--- src/tpde_pkg.sv ---
// Package with widths, register codes, reset values and types of the estimator.
`timescale 1ns / 1ps
`default_nettype none
package tpde_pkg;

  localparam int TimeW    = 32;
  localparam int UaW      = TimeW + 1;
  localparam int UmW      = TimeW;
  localparam int A2W      = 2 * UaW;
  localparam int M2W      = 2 * UmW;
  localparam int M3W      = 2 * TimeW + 2;
  localparam int D2W      = 2 * TimeW + 3;
  localparam int D2LoW    = 34;
  localparam int D2HiW    = D2W - D2LoW;

  localparam int LenW     = 30;
  localparam int L2W      = 2 * LenW;
  localparam int SqW      = 32;
  localparam int ProdW    = SqW + D2W;

  // Quotient of a squared component over d2, scaled by 2^32, needs 33 bits.
  localparam int QW       = 33;
  localparam int DivStages = QW;
  localparam int RootW    = 17;
  localparam int SqrtStages = RootW;
  localparam int OpW      = 2 * RootW;
  localparam int RemW     = RootW + 3;
  localparam int KW       = 17;
  localparam int OutW     = 16;

  localparam int CfgIdxW  = 2;
  localparam int CfgDataW = 16;
  localparam int RadiusW  = 10;
  localparam int WindW    = 16;
  localparam int ScaleW   = 20;

  localparam logic [CfgIdxW-1:0] RegRadius  = 2'd0;
  localparam logic [CfgIdxW-1:0] RegWindMin = 2'd1;
  localparam logic [CfgIdxW-1:0] RegWindMax = 2'd2;

  localparam logic [ScaleW-1:0]  SpeedScale = 20'd768000;
  localparam logic [RadiusW-1:0] RadiusRst  = 10'd100;
  localparam logic [WindW-1:0]   WindMinRst = 16'd0;
  localparam logic [WindW-1:0]   WindMaxRst = 16'd2560;
  localparam logic [LenW-1:0]    LenRst     = 30'd76800000;
  localparam logic [L2W-1:0]     L2Rst      = 60'd5898240000000000;
  localparam logic [SqW-1:0]     WminSqRst  = 32'd0;
  localparam logic [SqW-1:0]     WmaxSqRst  = 32'd6553600;

  localparam logic [KW-1:0]      KMax       = 17'd32768;
  localparam logic [OutW-1:0]    OutMax     = 16'h7fff;

  typedef struct packed {
    logic zero;
    logic a_pos;
    logic m_pos;
    logic ok;
  } side_t;

  typedef struct packed {
    logic [D2W-1:0] d2;
    logic [M3W-1:0] m3;
    logic [A2W-1:0] a2;
    side_t          side;
  } sq_t;

  typedef struct packed {
    logic [QW-1:0] qx;
    logic [QW-1:0] qy;
    side_t         side;
  } quo_t;

  typedef struct packed {
    logic [RootW-1:0] sx;
    logic [RootW-1:0] sy;
    side_t            side;
  } root_t;

  typedef struct packed {
    logic [SqW-1:0] wmin_sq;
    logic [SqW-1:0] wmax_sq;
    logic [L2W-1:0] l2;
  } lim_t;

endpackage
`default_nettype wire

--- src/tpde_sqrt.sv ---
// Pipelined digit-by-digit integer square root, one root bit per stage, two lanes.
`timescale 1ns / 1ps
`default_nettype none
module tpde_sqrt (
  input  wire             clk_i,
  input  wire             rst_ni,
  input  wire             en_i,
  input  wire             valid_i,
  input  tpde_pkg::quo_t  data_i,
  output logic            valid_o,
  output tpde_pkg::root_t data_o
);
  import tpde_pkg::*;

  logic              v_q   [SqrtStages];
  logic [OpW-1:0]    opx_q [SqrtStages];
  logic [OpW-1:0]    opy_q [SqrtStages];
  logic [RemW-1:0]   rmx_q [SqrtStages];
  logic [RemW-1:0]   rmy_q [SqrtStages];
  logic [RootW-1:0]  rtx_q [SqrtStages];
  logic [RootW-1:0]  rty_q [SqrtStages];
  side_t             sd_q  [SqrtStages];

  logic [OpW-1:0]    opx_d [SqrtStages];
  logic [OpW-1:0]    opy_d [SqrtStages];
  logic [RemW-1:0]   rmx_d [SqrtStages];
  logic [RemW-1:0]   rmy_d [SqrtStages];
  logic [RootW-1:0]  rtx_d [SqrtStages];
  logic [RootW-1:0]  rty_d [SqrtStages];

  // Brings down the next two operand bits and tries the next root bit.
  function automatic logic [RemW+RootW-1:0] root_step(input logic [RemW-1:0]  rem,
                                                      input logic [RootW-1:0] root,
                                                      input logic [1:0]       pair);
    logic [RemW-1:0] remt;
    logic [RemW-1:0] trial;
    remt  = {rem[RemW-3:0], pair};
    trial = {1'b0, root, 2'b01};
    if (remt >= trial) begin
      return {remt - trial, root[RootW-2:0], 1'b1};
    end else begin
      return {remt, root[RootW-2:0], 1'b0};
    end
  endfunction

  always_comb begin
    logic [RemW+RootW-1:0] sx;
    logic [RemW+RootW-1:0] sy;
    logic [OpW-1:0]        ox;
    logic [OpW-1:0]        oy;
    ox = {{(OpW-QW){1'b0}}, data_i.qx};
    oy = {{(OpW-QW){1'b0}}, data_i.qy};
    sx = root_step('0, '0, ox[OpW-1:OpW-2]);
    sy = root_step('0, '0, oy[OpW-1:OpW-2]);
    opx_d[0] = {ox[OpW-3:0], 2'b00};
    opy_d[0] = {oy[OpW-3:0], 2'b00};
    rmx_d[0] = sx[RemW+RootW-1:RootW];
    rmy_d[0] = sy[RemW+RootW-1:RootW];
    rtx_d[0] = sx[RootW-1:0];
    rty_d[0] = sy[RootW-1:0];
    for (int s = 1; s < SqrtStages; s++) begin
      sx = root_step(rmx_q[s-1], rtx_q[s-1], opx_q[s-1][OpW-1:OpW-2]);
      sy = root_step(rmy_q[s-1], rty_q[s-1], opy_q[s-1][OpW-1:OpW-2]);
      opx_d[s] = {opx_q[s-1][OpW-3:0], 2'b00};
      opy_d[s] = {opy_q[s-1][OpW-3:0], 2'b00};
      rmx_d[s] = sx[RemW+RootW-1:RootW];
      rmy_d[s] = sy[RemW+RootW-1:RootW];
      rtx_d[s] = sx[RootW-1:0];
      rty_d[s] = sy[RootW-1:0];
    end
  end

  always_ff @(posedge clk_i or negedge rst_ni) begin
    if (!rst_ni) begin
      for (int s = 0; s < SqrtStages; s++) begin
        v_q[s] <= 1'b0;
      end
    end else if (en_i) begin
      v_q[0] <= valid_i;
      for (int s = 1; s < SqrtStages; s++) begin
        v_q[s] <= v_q[s-1];
      end
    end
  end

  always_ff @(posedge clk_i) begin
    if (en_i) begin
      sd_q[0] <= data_i.side;
      for (int s = 1; s < SqrtStages; s++) begin
        sd_q[s] <= sd_q[s-1];
      end
      for (int s = 0; s < SqrtStages; s++) begin
        opx_q[s] <= opx_d[s];
        opy_q[s] <= opy_d[s];
        rmx_q[s] <= rmx_d[s];
        rmy_q[s] <= rmy_d[s];
        rtx_q[s] <= rtx_d[s];
        rty_q[s] <= rty_d[s];
      end
    end
  end

  assign valid_o     = v_q[SqrtStages-1];
  assign data_o.sx   = rtx_q[SqrtStages-1];
  assign data_o.sy   = rty_q[SqrtStages-1];
  assign data_o.side = sd_q[SqrtStages-1];

endmodule
`default_nettype wire

--- config.mk ---
export PLATFORM = sky130hd
export DESIGN_NAME = tpde_sqrt
export DESIGN_NICKNAME = d
export VERILOG_FILES = /design/src/tpde_pkg.sv /design/src/tpde_sqrt.sv
export SDC_FILE = /design/constraint.sdc
export NUM_CORES = 2
export LEC_CHECK = 0
export ABC_AREA = 1
export BUFFER_PORTS_ARGS = -buffer_cell sky130_fd_sc_hd__buf_2
export CAP_MARGIN = 40
export CELL_PAD_IN_SITES_DETAIL_PLACEMENT = 0
export CELL_PAD_IN_SITES_GLOBAL_PLACEMENT = 2
export CORE_UTILIZATION = 35
export DETAILED_ROUTE_END_ITERATION = 6
export GPL_TIMING_DRIVEN = 0
export MAX_ROUTING_LAYER = met4
export PLACE_DENSITY_LB_ADDON = 0.1
export RECOVER_POWER = 100
export SETUP_SLACK_MARGIN = 0.1
export SLEW_MARGIN = 15
export SYNTH_ARGS = -nofsm -noshare
export SYNTH_HDL_FRONTEND = slang
export SYNTH_SLANG_ARGS = --single-unit
--- constraint.sdc ---
create_clock -name clk_i -period 6.4 [get_ports clk_i]
set_clock_uncertainty 0.15 [all_clocks]
set_input_delay 0.96 -clock clk_i [delete_from_list [all_inputs] [get_ports clk_i]]
set_output_delay 0.96 -clock clk_i [all_outputs]
set_load 0.01 [all_outputs]
==> flow_summary_export.csv <==
group,metric,value,unit
job,cap_violations,6,
grt,track_usage,16.78,%
sta,post-route-period-util,67.50,%
worst_setup_path,critical_path.top_delay_family,"buffers and inverters",
sta,hold_viol,0,
grt,grt-ovfl-total,0,
cts,cts_resized,0,
drt,wirelength,173.1,mm
place,gp_congestion,0.8459,
layout,final_cells,10627,
grt,grt_max_degree,155,
worst_setup_path,crit_chain,"buf_12, buf_16, clkbuf_2",
drt,firstDrtPassIters,6,
cts,path_clk_slew,0.06,ns
sta,worst_slew_pin_slew,3.731,ns
floorplan,die_y,459.7,um
cts,tritoncts,"done",
yosys,synth.most_common_cell,"nand2_1",
yosys,synth_area_leaders,"edfxtp_1 59%, nand2_1 11%, ha_1 5.8%, inv_1 5.5%, nor2_1 3.0%",
yosys,synth_top_area_share,59.23,%
floorplan,die_area,0.2113,sq mm
floorplan,fp.dieW,459.7,um
pwr,switchingPower,7418,uW
worst_setup_path,critPathSlowestCell,"clkbuf_2",
floorplan,core,0.2077,sq mm
sta,setup_ws,2.080,ns
cts,clock_latency,0.82,ns
pwr,ir_drop,0.0002723,V
hold_path,hp-class,"input pin to flip-flop",
drt,avgViaCountPerCell,4.576,
yosys,ys_top_cells_by_count,"2,163 x nand2_1, 1,446 x edfxtp_1, 1,080 x inv_1",
worst_setup_path,critPathKind,"input pin to flip-flop",
yosys,yosys.area.top_type,"edfxtp_1",
drt,drc,0,
layout,drive_gt1_share,5.512,%
sta,fmax,0.2315,GHz
cts,clockBufferDepth,3,
sta,tns,0,ns
yosys,synth_area,0.07331,sq mm
worst_setup_path,critPathMaxStageDelay,2.38,ns
pwr,pwr-share-clk,37.2,%
status,status,"finished, violations left",
status,violations,"capacitance limit, slew limit",
sta,rsz0062_at_grt,"no",
floorplan,ios,113,
cts,clock-sinks,1463,
yosys,synthesis.instances,7401,
sta,max_slew_margin,-148.7,%
sta,layout_min_cycle_time,4.320,ns
worst_setup_path,cp.required,6.59,ns
grt,antenna_found_initial,2,
pwr,leakagePower,0.03534,uW
hold_path,holdPathStages,1,
pwr,seqPwrFrac,46.7,%
floorplan,fp-row-count,167,
sta,setup_viol,0,
yosys,ys_warn_count,0,
cts,cts_htree_levels,4,
yosys,synth_flop_cell,"edfxtp_1",
drt,num_vias,48634,
grt,grt_first_pass_wirelength,269.6,mm
place,dp_hpwl,131.3,mm
pwr,switching_share,28.19,%
place,dp_cells,10312,
yosys,avgSynthCellArea,9.906,sq um
drt,detail_route.wl_per_cell,16.28,um
grt,grt_pass1_vias,48655,
place,place_ws,2.014,ns
worst_setup_path,cp_data_arrival_time,4.51,ns
cts,post-cts-setup-buffer-count,0,
pwr,combPwrFrac,16.2,%
yosys,yosys_register_bits,1463,
worst_setup_path,cp.depth,3,
sta,drv_slew,859,
yosys,ys_async_sr_fraction,1.162,%
worst_setup_path,r2r_slack,2.26,ns
worst_setup_path,reg2reg_depth,12,
pwr,pwr_density_cell,318.9,mW/mm^2
worst_setup_path,worstSetupEndpointType,"flip-flop",
pwr,p_int,18900,uW
yosys,synth_edf_count,1446,
floorplan,start_util,35.30,%
worst_setup_path,crit_fanout,140,
layout,nets,8114,
place,portBuffers,112,
cts,hold_buffers,1,
worst_setup_path,start_kind,"input pin",
drt,ant_nets,0,
yosys,ys_types,54,
yosys,seq_area_frac_synth,59.81,%
layout,syn_to_final_growth,12.54,%
drt,drt_iter0_drc,2753,
cts,cts_buffers,173,
worst_setup_path,critPathBufInv,3,
cts,ctsRootBufferMaster,"clkbuf_16",
## cells by family (layout without fill, tap and decap cells)
family          Yosys count  in the layout  synth area share (%)
mux                       1              1               0.01536
other cells               1              3              0.005115
compound gates          707            707                 5.325
simple gates           3532           3532                 20.33
xor+xnor                200            200                 2.389
flops                  1463           1463                 59.81
fa+ha+maj               340            340                 5.803
buf+inv                1157           1593                 6.320
## sequential cells by signal (all words and copies together) (netlist names)
register / count
opx_q: 272
opy_q: 272
rmx_q: 264
rmy_q: 264
rtx_q: 153
rty_q: 153
sd_q: 68
v_q: 16
valid_o: 1
## power groups by stage
stage	Clock (uW)	Sequential, uW	Combinational, uW
after floorplan	0	12200	3100
after global placement	0	12900	4400
after detailed placement	0	12500	4410
after CTS	10200	12300	4430
after global routing	10500	12400	4890
final	9780	12300	4250
## worst paths after layout
path / start / to
worst max-delay path: en_i / rmy_q[0][289]
worst min-delay path: data_i[50] / opx_q[0][13]
worst max register to register: rtx_q[0][187] / rmx_q[0][252]
worst min register to register: opy_q[0][92] / opy_q[0][126]
max in group asynchronous: rst_ni / v_q[13]
min in group asynchronous: rst_ni / valid_o
## cell type report
type	count	area (sq um)
fill	20773	125200
tap	2788	3488
inverter	1100	4135
buffer	57	236.5
clock inverter	111	1194
antenna	1	2.502
clock buffer	202	4511
timing repair buffer	123	673.1
multi-input combinational	4782	24420
sequential	1463	43850
## routing by layer
layer	global-route usage [%]	vias to the layer above	share of wire, %
li1	-	25298	-
met1	20.23	22478	45
met2	28.89	612	50
met3	2.555	246	2.9
met4	4.934	0	2.6
met5	-	-	0
## metrics by stage
stage	hold WS, ns	instance area [sq um]	total power [uW]	util [%]
3_5_place_dp	0.2545	77660	16880	37.39
5_1_grt	0.08984	82510	27800	39.73
3_3_place_gp	0.2502	77370	17300	37.25
4_1_cts	0.07017	83370	26890	40.14
6_report	0.1642	82510	26320	39.73
2_1_floorplan	0.2503	73320	15310	-
## cells in the final DEF, fill, tap and decap left out, types with 10 or more instances in the layout
| master | n |
|---|---|
| nand3b_1 | 68 |
| bufinv_16 | 16 |
| nand2_2 | 16 |
| clkinv_1 | 34 |
| inv_6 | 10 |
| or2_2 | 15 |
| inv_1 | 1088 |
| xnor2_1 | 78 |
| nor2_1 | 594 |
| a21oi_1 | 368 |
| clkinv_2 | 25 |
| nand4_1 | 104 |
| buf_2 | 69 |
| nand2_1 | 2195 |
| o21bai_1 | 13 |
| clkbuf_1 | 118 |
| nand3_1 | 432 |
| a21oi_2 | 16 |
| nor3_1 | 65 |
| edfxtp_1 | 1446 |
| clkbuf_16 | 175 |
| nor2_2 | 11 |
| dfrtp_1 | 17 |
| clkinvlp_4 | 10 |
| o21a_1 | 13 |
| o21ai_2 | 11 |
| a21o_1 | 10 |
| ha_1 | 340 |
| xor2_1 | 122 |
| o21ai_0 | 253 |
(Power assumes the default switching activity.)
